===== src/hdl/dtsl_pkg.sv =====
// shared types, register codes and reset values for the dual target slew limiter
package dtsl_pkg;

   localparam int WHEEL_COUNT_DEFAULT = 2;

   localparam int CSR_INDEX_W = 2;
   localparam int CSR_DATA_W  = 16;

   localparam logic [CSR_INDEX_W-1:0] CSR_TARGET_LIMIT        = 2'd0;
   localparam logic [CSR_INDEX_W-1:0] CSR_TICK_PERIOD_MS      = 2'd1;
   localparam logic [CSR_INDEX_W-1:0] CSR_REFERENCE_PERIOD_MS = 2'd2;
   localparam logic [CSR_INDEX_W-1:0] CSR_SLEW_PER_REFERENCE  = 2'd3;

   localparam logic [14:0] TARGET_LIMIT_RESET        = 15'd1000;
   localparam logic [7:0]  TICK_PERIOD_MS_RESET      = 8'd10;
   localparam logic [15:0] REFERENCE_PERIOD_MS_RESET = 16'd100;
   localparam logic [15:0] SLEW_PER_REFERENCE_RESET  = 16'd200;

   localparam int DIVIDEND_W = 33;
   localparam int DIVISOR_W  = 16;

   typedef struct packed {
      logic               mode;
      logic signed [15:0] left_request;
      logic signed [15:0] right_request;
      logic [7:0]         tick_count;
   } req_word_type;

   typedef struct packed {
      logic               accepted;
      logic signed [15:0] left_effective;
      logic signed [15:0] right_effective;
   } rsp_word_type;

   typedef struct packed {
      logic                  start;
      logic [DIVIDEND_W-1:0] dividend;
      logic [DIVISOR_W-1:0]  divisor;
   } div_req_type;

   typedef struct packed {
      logic                  done;
      logic [DIVIDEND_W-1:0] quotient;
      logic [DIVISOR_W-1:0]  remainder;
   } div_rsp_type;

endpackage


===== src/hdl/dtsl_divider.sv =====
// radix-2 restoring divider, one quotient bit per cycle
module dtsl_divider
   import dtsl_pkg::*;
(
   input  logic        clock,
   input  logic        reset,
   input  div_req_type div_req,
   output div_rsp_type div_rsp
);

   localparam int CNT_W = $clog2(DIVIDEND_W + 1);

   logic                  busy_ff, busy_in;
   logic                  done_ff, done_in;
   logic [CNT_W-1:0]      cnt_ff, cnt_in;
   logic [DIVIDEND_W-1:0] quo_ff, quo_in;
   logic [DIVISOR_W-1:0]  rem_ff, rem_in;
   logic [DIVISOR_W:0]    trial;
   logic [DIVISOR_W:0]    shifted;
   logic                  fits;

   always_comb begin
      shifted = {rem_ff, quo_ff[DIVIDEND_W-1]};
      trial   = shifted - {1'b0, div_req.divisor};
      fits    = shifted >= {1'b0, div_req.divisor};
      busy_in = busy_ff;
      done_in = 1'b0;
      cnt_in  = cnt_ff;
      quo_in  = quo_ff;
      rem_in  = rem_ff;
      if (div_req.start) begin
         busy_in = 1'b1;
         cnt_in  = CNT_W'(DIVIDEND_W);
         quo_in  = div_req.dividend;
         rem_in  = '0;
      end else if (busy_ff) begin
         quo_in = {quo_ff[DIVIDEND_W-2:0], fits};
         rem_in = fits ? trial[DIVISOR_W-1:0] : shifted[DIVISOR_W-1:0];
         cnt_in = cnt_ff - 1'b1;
         if (cnt_ff == CNT_W'(1)) begin
            busy_in = 1'b0;
            done_in = 1'b1;
         end
      end
   end

   always_ff @(posedge clock) begin
      if (reset) begin
         busy_ff <= 1'b0;
         done_ff <= 1'b0;
         cnt_ff  <= '0;
      end else begin
         busy_ff <= busy_in;
         done_ff <= done_in;
         cnt_ff  <= cnt_in;
      end
   end

   always_ff @(posedge clock) begin
      quo_ff <= quo_in;
      rem_ff <= rem_in;
   end

   assign div_rsp.done      = done_ff;
   assign div_rsp.quotient  = quo_ff;
   assign div_rsp.remainder = rem_ff;

endmodule


===== src/hdl/dual_target_slew_limiter.sv =====
// Two-wheel slew limiter: each accepted update word moves the left and right ramps
// toward their requests by a step budget of slew * tick period * ticks / reference
// period, carrying the remainder and capping the step at the target limit. For a stop
// word or a rejected word (zero ticks, request beyond the limit) the word passes the
// check and done states into the output register without a divider pass. A wheel that
// needs a step budget goes through the shared 33-step radix-2 divider, one wheel after
// the other; the divider is the unit that sets the rate. The next word is taken while a
// result waits in the output register. Configuration writes are always ready.
module dual_target_slew_limiter
   import dtsl_pkg::*;
#(
   parameter int WHEEL_COUNT = WHEEL_COUNT_DEFAULT
) (
   input  logic                   clock,
   input  logic                   reset,
   input  logic                   req_valid,
   output logic                   req_stall,
   input  req_word_type           req_word,
   output logic                   rsp_valid,
   input  logic                   rsp_stall,
   output rsp_word_type           rsp_word,
   input  logic                   csr_valid,
   output logic                   csr_ready,
   input  logic [CSR_INDEX_W-1:0] csr_index,
   input  logic [CSR_DATA_W-1:0]  csr_data
);

   localparam int   WIDX_W     = (WHEEL_COUNT > 1) ? $clog2(WHEEL_COUNT) : 1;
   localparam int   RIGHT_IDX  = (WHEEL_COUNT > 1) ? 1 : 0;
   localparam logic LAST_WHEEL = (WHEEL_COUNT > 1) ? 1'b1 : 1'b0;

   localparam logic [2:0] ST_IDLE  = 3'd0;
   localparam logic [2:0] ST_CHECK = 3'd1;
   localparam logic [2:0] ST_WHEEL = 3'd2;
   localparam logic [2:0] ST_DIV   = 3'd3;
   localparam logic [2:0] ST_DONE  = 3'd4;

   logic [2:0]         state_ff, state_in;
   logic               wheel_ff, wheel_in;
   logic               accepted_ff, accepted_in;
   req_word_type       item_ff, item_in;
   logic [15:0]        elapsed_ff, elapsed_in;
   logic               rsp_valid_ff, rsp_valid_in;
   rsp_word_type       rsp_word_ff, rsp_word_in;
   logic [14:0]        limit_ff, limit_in;
   logic [7:0]         tick_ms_ff, tick_ms_in;
   logic [15:0]        ref_ms_ff, ref_ms_in;
   logic [15:0]        slew_ff, slew_in;

   logic signed [15:0] ramp_ff [WHEEL_COUNT];
   logic signed [15:0] ramp_in [WHEEL_COUNT];
   logic [15:0]        rem_ff  [WHEEL_COUNT];
   logic [15:0]        rem_in  [WHEEL_COUNT];
   logic [15:0]        hold_ff [WHEEL_COUNT];
   logic [15:0]        hold_in [WHEEL_COUNT];

   div_req_type        div_req;
   div_rsp_type        div_rsp;
   logic               div_start;

   logic [WIDX_W-1:0]  widx;
   logic signed [15:0] cur;
   logic signed [15:0] req_sel;
   logic [15:0]        hold_cur;
   logic [15:0]        rem_cur;
   logic [31:0]        slew_prod;
   logic [14:0]        step;
   logic signed [17:0] delta;
   logic signed [17:0] step_s;
   logic signed [17:0] moved;
   logic signed [15:0] ramp_next;
   logic signed [16:0] lim_s;
   logic               in_range;
   logic               wheel_done;

   dtsl_divider u_divider (
      .clock   (clock),
      .reset   (reset),
      .div_req (div_req),
      .div_rsp (div_rsp)
   );

   always_comb begin
      widx      = WIDX_W'(wheel_ff);
      cur       = ramp_ff[widx];
      hold_cur  = hold_ff[widx];
      rem_cur   = rem_ff[widx];
      req_sel   = wheel_ff ? item_ff.right_request : item_ff.left_request;
      slew_prod = slew_ff * elapsed_ff;
      lim_s     = $signed({2'b00, limit_ff});
      in_range  = (item_ff.tick_count != 8'd0)
               && (17'(item_ff.left_request) >= -lim_s)
               && (17'(item_ff.left_request) <= lim_s)
               && (17'(item_ff.right_request) >= -lim_s)
               && (17'(item_ff.right_request) <= lim_s);

      if (state_ff == ST_DIV) begin
         step = (div_rsp.quotient > DIVIDEND_W'(limit_ff)) ? limit_ff
                                                           : div_rsp.quotient[14:0];
      end else begin
         step = limit_ff;
      end
      step_s = $signed({3'b000, step});
      delta  = 18'(req_sel) - 18'(cur);
      if (delta > 18'sd0) begin
         moved     = 18'(cur) + step_s;
         ramp_next = (delta <= step_s) ? req_sel : moved[15:0];
      end else begin
         moved     = 18'(cur) - step_s;
         ramp_next = (-delta <= step_s) ? req_sel : moved[15:0];
      end

      div_req.start    = div_start;
      div_req.dividend = {1'b0, slew_prod} + {17'b0, rem_cur};
      div_req.divisor  = ref_ms_ff;
   end

   always_comb begin
      state_in     = state_ff;
      wheel_in     = wheel_ff;
      accepted_in  = accepted_ff;
      item_in      = item_ff;
      elapsed_in   = elapsed_ff;
      rsp_valid_in = rsp_valid_ff;
      rsp_word_in  = rsp_word_ff;
      limit_in     = limit_ff;
      tick_ms_in   = tick_ms_ff;
      ref_ms_in    = ref_ms_ff;
      slew_in      = slew_ff;
      ramp_in      = ramp_ff;
      rem_in       = rem_ff;
      hold_in      = hold_ff;
      wheel_done   = 1'b0;
      div_start    = 1'b0;

      if (csr_valid) begin
         unique case (csr_index)
            CSR_TARGET_LIMIT:        limit_in   = csr_data[14:0];
            CSR_TICK_PERIOD_MS:      tick_ms_in = csr_data[7:0];
            CSR_REFERENCE_PERIOD_MS: ref_ms_in  = csr_data;
            CSR_SLEW_PER_REFERENCE:  slew_in    = csr_data;
            default: ;
         endcase
      end

      if (rsp_valid_ff && !rsp_stall) begin
         rsp_valid_in = 1'b0;
      end

      unique case (state_ff)
         ST_IDLE: begin
            if (req_valid) begin
               item_in  = req_word;
               state_in = ST_CHECK;
            end
         end
         ST_CHECK: begin
            priority if (item_ff.mode) begin
               for (int i = 0; i < WHEEL_COUNT; i++) begin
                  ramp_in[i] = '0;
                  rem_in[i]  = '0;
                  hold_in[i] = '0;
               end
               accepted_in = 1'b1;
               state_in    = ST_DONE;
            end else if (in_range) begin
               elapsed_in  = {8'b0, tick_ms_ff} * {8'b0, item_ff.tick_count};
               wheel_in    = 1'b0;
               accepted_in = 1'b1;
               state_in    = ST_WHEEL;
            end else begin
               accepted_in = 1'b0;
               state_in    = ST_DONE;
            end
         end
         ST_WHEEL: begin
            priority if (req_sel == 16'sd0) begin
               ramp_in[widx] = '0;
               rem_in[widx]  = '0;
               hold_in[widx] = '0;
               wheel_done    = 1'b1;
            end else if ((cur > 16'sd0 && req_sel < 16'sd0)
                      || (cur < 16'sd0 && req_sel > 16'sd0)) begin
               ramp_in[widx] = '0;
               rem_in[widx]  = '0;
               hold_in[widx] = (elapsed_ff >= ref_ms_ff) ? 16'd0 : ref_ms_ff - elapsed_ff;
               wheel_done    = 1'b1;
            end else if (hold_cur != 16'd0) begin
               ramp_in[widx] = '0;
               hold_in[widx] = (elapsed_ff >= hold_cur) ? 16'd0 : hold_cur - elapsed_ff;
               wheel_done    = 1'b1;
            end else if (req_sel == cur) begin
               rem_in[widx] = '0;
               wheel_done   = 1'b1;
            end else if (ref_ms_ff == 16'd0) begin
               ramp_in[widx] = ramp_next;
               rem_in[widx]  = '0;
               wheel_done    = 1'b1;
            end else begin
               div_start = 1'b1;
               state_in  = ST_DIV;
            end
         end
         ST_DIV: begin
            if (div_rsp.done) begin
               ramp_in[widx] = ramp_next;
               rem_in[widx]  = div_rsp.remainder;
               wheel_done    = 1'b1;
            end
         end
         ST_DONE: begin
            if (!rsp_valid_ff || !rsp_stall) begin
               rsp_valid_in                = 1'b1;
               rsp_word_in.accepted        = accepted_ff;
               rsp_word_in.left_effective  = ramp_ff[0];
               rsp_word_in.right_effective = (WHEEL_COUNT > 1) ? ramp_ff[RIGHT_IDX] : 16'sd0;
               state_in                    = ST_IDLE;
            end
         end
         default: state_in = ST_IDLE;
      endcase

      if (wheel_done) begin
         if (wheel_ff == LAST_WHEEL) begin
            state_in = ST_DONE;
         end else begin
            wheel_in = 1'b1;
            state_in = ST_WHEEL;
         end
      end
   end

   always_ff @(posedge clock) begin
      if (reset) begin
         state_ff     <= ST_IDLE;
         wheel_ff     <= 1'b0;
         accepted_ff  <= 1'b0;
         rsp_valid_ff <= 1'b0;
         limit_ff     <= TARGET_LIMIT_RESET;
         tick_ms_ff   <= TICK_PERIOD_MS_RESET;
         ref_ms_ff    <= REFERENCE_PERIOD_MS_RESET;
         slew_ff      <= SLEW_PER_REFERENCE_RESET;
         for (int i = 0; i < WHEEL_COUNT; i++) begin
            ramp_ff[i] <= '0;
            rem_ff[i]  <= '0;
            hold_ff[i] <= '0;
         end
      end else begin
         state_ff     <= state_in;
         wheel_ff     <= wheel_in;
         accepted_ff  <= accepted_in;
         rsp_valid_ff <= rsp_valid_in;
         limit_ff     <= limit_in;
         tick_ms_ff   <= tick_ms_in;
         ref_ms_ff    <= ref_ms_in;
         slew_ff      <= slew_in;
         ramp_ff      <= ramp_in;
         rem_ff       <= rem_in;
         hold_ff      <= hold_in;
      end
   end

   always_ff @(posedge clock) begin
      item_ff     <= item_in;
      elapsed_ff  <= elapsed_in;
      rsp_word_ff <= rsp_word_in;
   end

   assign req_stall = (state_ff != ST_IDLE);
   assign rsp_valid = rsp_valid_ff;
   assign rsp_word  = rsp_word_ff;
   assign csr_ready = 1'b1;

endmodule


===== config.mk =====
export PLATFORM = sky130hd
export DESIGN_NAME = dual_target_slew_limiter
export DESIGN_NICKNAME = d
export VERILOG_FILES = /design/src/hdl/dtsl_pkg.sv /design/src/hdl/dtsl_divider.sv /design/src/hdl/dual_target_slew_limiter.sv
export SDC_FILE = /design/constraint.sdc
export NUM_CORES = 2
export LEC_CHECK = 0
export BUFFER_PORTS_ARGS = -buffer_cell sky130_fd_sc_hd__buf_4
export CAP_MARGIN = 20
export CELL_PAD_IN_SITES_DETAIL_PLACEMENT = 1
export CELL_PAD_IN_SITES_GLOBAL_PLACEMENT = 1
export CORE_ASPECT_RATIO = 1.25
export CORE_MARGIN = 2
export CORE_UTILIZATION = 39
export DETAILED_ROUTE_END_ITERATION = 8
export PLACE_DENSITY_LB_ADDON = 0.1
export SETUP_SLACK_MARGIN = 0.15
export SYNTH_ARGS = -nofsm -noshare
export SYNTH_HDL_FRONTEND = slang
export SYNTH_HIERARCHICAL = 1
export SYNTH_SLANG_ARGS = --single-unit

===== constraint.sdc =====
create_clock -name clock -period 6.9 [get_ports clock]
set_input_delay 0.345 -clock clock [delete_from_list [all_inputs] [get_ports clock]]
set_output_delay 0.345 -clock clock [all_outputs]
set_load 0.02 [all_outputs]

# After elaboration in Yosys (flattened, before gate mapping)
# Index checks and enable logic that the tools add are counted.
# word_totals
reg_bits,304
inputBits,64
output_inout_bits,36
wordCells,209
# op_classes
n_addsub,10
multipliers,2
n_lt_le_gt_ge,17
eq_ne,24
muxes,86
bitwise,7
n_reduce_logical,35
# op_table
op,count
two-way mux 32 bit,16
two-way mux 16 bit,17
case mux 32 bit (3 select lines),2
bitwise mux 32 bit,4
bitwise AND 32 bit,3
two-way mux 33 bit,2
case mux 32 bit (2 select lines),1
subtractor 16 bit,4
greater-or-equal comparator 16 x 17 -> 1 bit,2
adder 32 x 16 -> 33 bit,1
> comparator 33 x 15 -> 1 bit,1
two-way mux 3 bit,11
greater-or-equal comparator 16 bit,2
"> comparator 16 x 1 -> 1 bit, second input constant",2
less-or-equal comparator 16 bit,2
zero test 16 bit,2
"< comparator 16 x 1 -> 1 bit, second input constant",2
multiplier 16 x 16 -> 32 bit,1
NOT 32 bit,1
two-way mux 15 bit,2
two-way mux 1 bit,26
"inequality test 3 bit, second input constant",7
less-or-equal comparator 18 x 16 -> 1 bit,1
negator 17 -> 18 bit,1
other kinds (42),68

# Longest topological paths before layout
# depth
word_depth,16
depth_mapped,30
mapped_depth_nobuf,27

# Hierarchy
# The synthesis kept the hierarchy.
# modules_own_cells
module,instances,cells_per_inst,area_each_um2,seq_area_each_um2
dual_target_slew_limiter,1,3118,27819.2,5845.6
dtsl_divider,1,356,3555.9,1471.4

# Worst setup path after synthesis
# No wires, ideal clock.
# synth_path
kind,register -> register
start,reg wheel_ff
end,reg u_divider.quo_ff[31] (data pin)
setup_time_ns,0.260
arrival_ns,6.874
required_ns,6.640
setup_slack_ns,-0.234
path_stages_with_launch,27
path_buffers,5
period_less_slack_ns,7.134
path_cell_list,dfxtp_1 buf_2 buf_2 buf_2 buf_1 clkbuf_1 mux2i_1 fa_1 inv_1 fa_1 inv_1 fa_1 fa_1 inv_1 ha_1 o21a_1 o21a_1 and3_1 o41a_1 o31ai_1 a31o_2 a21oi_1 a41oi_1 a21oi_1 a221oi_1 xnor2_1 mux2_2
# synth_lines
item,line,text
from (decl),dual_target_slew_limiter.sv:39,"logic wheel_ff, wheel_in;"
from (signal assigned),dual_target_slew_limiter.sv:250,wheel_ff <= wheel_in;
to (signal assigned),dtsl_divider.sv:60,quo_ff <= quo_in;
to (decl),dtsl_divider.sv:16,"logic [DIVIDEND_W-1:0] quo_ff, quo_in;"

==> run_results.csv <==
group,metric,value,unit
logic_synthesis,yosys.area_share.simple,17.0,%
critical_path,path_class,"reg -> reg",
floorplan,die-area,82700,sq um
cells_and_area,area_growth_syn_to_layout,15.0,%
clock_network,cts_made_buffers,37,
clock_network,cts.htree.levels,2,
timing,slew_violations,0,
logic_synthesis,synthMuxAreaShare,4.21,%
detailed_routing,ant_nets,0,
placed_design,numPortBuffers,98,
placed_design,pre_cts_slack,141,ps
critical_path,worstPathRequired,7230,ps
critical_path,arrival,6800,ps
placed_design,routabilityCongestion,0.933,
pwr,p_per_area,189,nW/um^2
clock_network,clockRootBuffer,"clkbuf_16",
detailed_routing,drt_wl_total,116000,um
grt,antenna_found_initial,0,
timing,skew,29.5,ps
cells_and_area,ff_latch_area,7330,sq um
timing,max_freq,154,MHz
min_path,hold_path_class,"in -> reg",
cells_and_area,multi_input_area,22000,sq um
logic_synthesis,yosysUniqueCellTypes,119,
clock_network,insertion_delay,590,ps
grt,grt.total_usage,28.0,%
clock_network,cts_tree,"done",
critical_path,crit_fanout,8,
critical_path,crit_path_end_kind,"register",
cells_and_area,drive_above_1_share,13.3,%
timing,setup_viol,0,
logic_synthesis,synthAdderAreaFrac,29.9,%
placed_design,dp_cells,4655,
detailed_routing,drt-initial-drc-count,1342,
placed_design,post-dp-hpwl,95500,um
pwr,p_leak,16.0,nW
detailed_routing,drt-wirelength-per-cell,24.3,um
grt,grt.overflow.total,0,
job,maxCapViolCount,0,
clock_network,clkSlewWorstSetupHoldPaths,60,ps
floorplan,die_w,258,um
clock_network,clock_path_buffers,3,
cells_and_area,post-route-util,45.2,%
floorplan,core,79800,sq um
cells_and_area,instances_no_fill,4776,
logic_synthesis,synth_top_family_by_area,"adder cells",
logic_synthesis,synth_edf_count,123,
floorplan,io_pins,100,
run_status,status,"completed",
timing,timing.slew.headroom,28.1,%
logic_synthesis,syn_avg_cell_area,9.03,sq um
timing,worst_slack,427,ps
pwr,ir_drop,0.268,mV
cells_and_area,nets,4346,
cells_and_area,fill_cells,9213,
floorplan,rows,116,
placed_design,placed_area,34200,sq um
detailed_routing,drc_errors,0,
timing,finalHoldViolations,0,
logic_synthesis,synth_nets,4135,
logic_synthesis,synth_seq_cells,304,
logic_synthesis,synth-compound-area-share,14.7,%
detailed_routing,dr.pass1.iters,5,
logic_synthesis,yosysWarnings,6,
grt,grt_pass1_wl,177000,um
critical_path,critPathLaunchType,"register",
logic_synthesis,ys_seq_area_share,23.3,%
logic_synthesis,syn_inst,3474,
floorplan,start_util,39.3,%
clock_network,cts_sinks,304,
detailed_routing,vias,26600,
timing,post-route-period-util,93.8,%
pwr,power.total,6.81,mW
detailed_routing,viasPerCell,5.58,
timing,rsz0062_at_grt,"no",
timing,worst_pin_slew,1080,ps
grt,grt_pass1_vias,29400,
cells_and_area,num_antenna_cells,0,
timing,setup_tns,0,ps
timing,period_minus_slack,6470,ps
logic_synthesis,yosys_most_used_dff,"dfxtp_1",
cells_and_area,fin_area,36100,sq um
grt,grt_max_degree,84,
logic_synthesis,yosys.area_share.xor_xnor,3.70,%
timing,whs,47.3,ps
floorplan,die_y,321,um
logic_synthesis,async_flop_share,0,%
logic_synthesis,syn_area,31400,sq um
kinds of logic after synthesis:
family                   Yosys count
AO/OA/AOI/OAI                    649
adder cells (fa/ha/maj)          598
multiplexers                     121
flip-flops                       304
AND/OR/NAND/NOR                 1088
buffers and inverters            583
other                              1
XOR/XNOR                         130
final timing paths:
check / from / to / slack (ps) / depth (start not counted)
min reg2reg: accepted_ff$_SDFFE_PP0N_ / rsp_word[32]$_DFFE_PP_ / 440 / 0
max: elapsed_ff[3]$_DFFE_PP_ / u_divider/quo_ff[29]$_DFFE_PP_ / 430 / 24
min: csr_data[15] / slew_ff[15]$_SDFFE_PP0P_ / 50 / 3
max reg2reg: elapsed_ff[3]$_DFFE_PP_ / u_divider/quo_ff[29]$_DFFE_PP_ / 430 / 24
worst max-delay path, stage by stage (launching register included):
cell and delay (ps):
edfxtp_1 390, buf_4 200, nand2_1 80, fa_1 490, inv_1 50, fa_1 560, fa_1 450, fa_1 550
inv_1 50, fa_1 470, inv_1 50, fa_1 450, ha_2 400, and3_1 180, o41a_1 220, o31ai_2 90
buf_4 150, a31o_2 210, a21oi_2 180, a41oi_2 170, a21oi_2 240, o21a_1 140, nor2_1 50, xnor2_1 120
mux2_2 260
state kept, by name, summed over array words and instances (netlist names), 15 cells and up:
register	cells
item_ff	41
rsp_word	33
u_divider/quo_ff	33
hold_ff	32
ramp_ff	32
rem_ff	32
elapsed_ff	16
ref_ms_ff	16
slew_ff	16
u_divider/rem_ff	16
limit_ff	15
Yosys cell counts, types with 14 or more instances:
| cell type | count | area share, % |
|---|---|---|
| inv_1 | 439 | 5.3 |
| nand2_1 | 408 | 4.9 |
| ha_1 | 344 | 14 |
| fa_1 | 253 | 16 |
| nor2_1 | 199 | 2.4 |
| dfxtp_1 | 181 | 12 |
| a21oi_1 | 177 | 2.8 |
| and2_1 | 133 | 2.7 |
| edfxtp_1 | 123 | 12 |
| clkbuf_1 | 107 | 1.3 |
| xnor2_1 | 96 | 2.7 |
| o21ai_0 | 71 | 1.1 |
| a22oi_1 | 64 | 1.5 |
| mux2_2 | 60 | 2.2 |
| mux2i_1 | 57 | 1.8 |
| nor3_1 | 56 | 0.89 |
| nand3_1 | 53 | 0.85 |
| a21o_1 | 50 | 1.2 |
| nor2b_1 | 35 | 0.70 |
| xor2_1 | 31 | 0.87 |
| nand2b_1 | 30 | 0.60 |
| nand4_1 | 30 | 0.60 |
| o21a_1 | 30 | 0.72 |
| nor4_1 | 28 | 0.56 |
| or3_1 | 22 | 0.44 |
| a31oi_1 | 21 | 0.42 |
| a22o_1 | 20 | 0.56 |
| and3_1 | 20 | 0.40 |
| a211oi_1 | 19 | 0.45 |
| o31ai_1 | 17 | 0.41 |
| a211o_1 | 14 | 0.39 |
| buf_2 | 14 | 0.22 |
| nand3b_1 | 14 | 0.33 |
| o21bai_1 | 14 | 0.33 |
layer usage:
layer | up-vias | track usage [%] | routed length (um)
li1 | 12300 | - | -
met1 | 13500 | 30.7 | 44700
met2 | 570 | 52.3 | 60200
met3 | 267 | 2.87 | 3520
met4 | 0 | 15.8 | 7550
met5 | - | 0 | 0
layout make-up:
cell class                 count  share of cell area, %
clock inverter                25                  0.815
timing repair buffer         312                   7.01
sequential                   304                   20.3
tap                         1062                   3.68
multi-input combinational   2587                   60.9
inverter                     443                   4.61
clock buffer                  43                   2.68
timing repair:
action                                  in CTS  in global routing
hold buffers                                41                  0
gates resized for setup                      1                 27
pin swaps                                    0                  6
setup buffers                                1                  9
endpoints found under the setup margin       1                 22
hold endpoints to repair                    41                  0
report_power, final:
part / internal (mW) / switching, mW / leakage [nW]
Clock: 1.18 / 0.879 / 0.613
Combinational: 1.06 / 1.55 / 12.8
Sequential: 1.97 / 0.166 / 2.61
Total: 4.21 / 2.59 / 16.0
placed cells by master (no fill, tap or decap), types with 21 or more instances in the layout:
cell           netlist  layout
inv_1              439     439
nand2_1            408     408
ha_1               344     340
buf_4                6     263
fa_1               253     253
nor2_1             199     198
dfxtp_1            181     174
a21oi_1            177     173
and2_1             133     133
edfxtp_1           123     123
xnor2_1             96      95
o21ai_0             71      69
a22oi_1             64      64
mux2_2              60      60
mux2i_1             57      57
nand3_1             53      53
nor3_1              56      53
a21o_1              50      50
dlygate4sd3_1        0      41
clkbuf_16            0      37
nor2b_1             35      35
xor2_1              31      31
o21a_1              30      30
nand4_1             30      30
nand2b_1            30      30
nor4_1              28      27
or3_1               22      22
a31oi_1             21      21
Power figures use the tool's default switching activity.
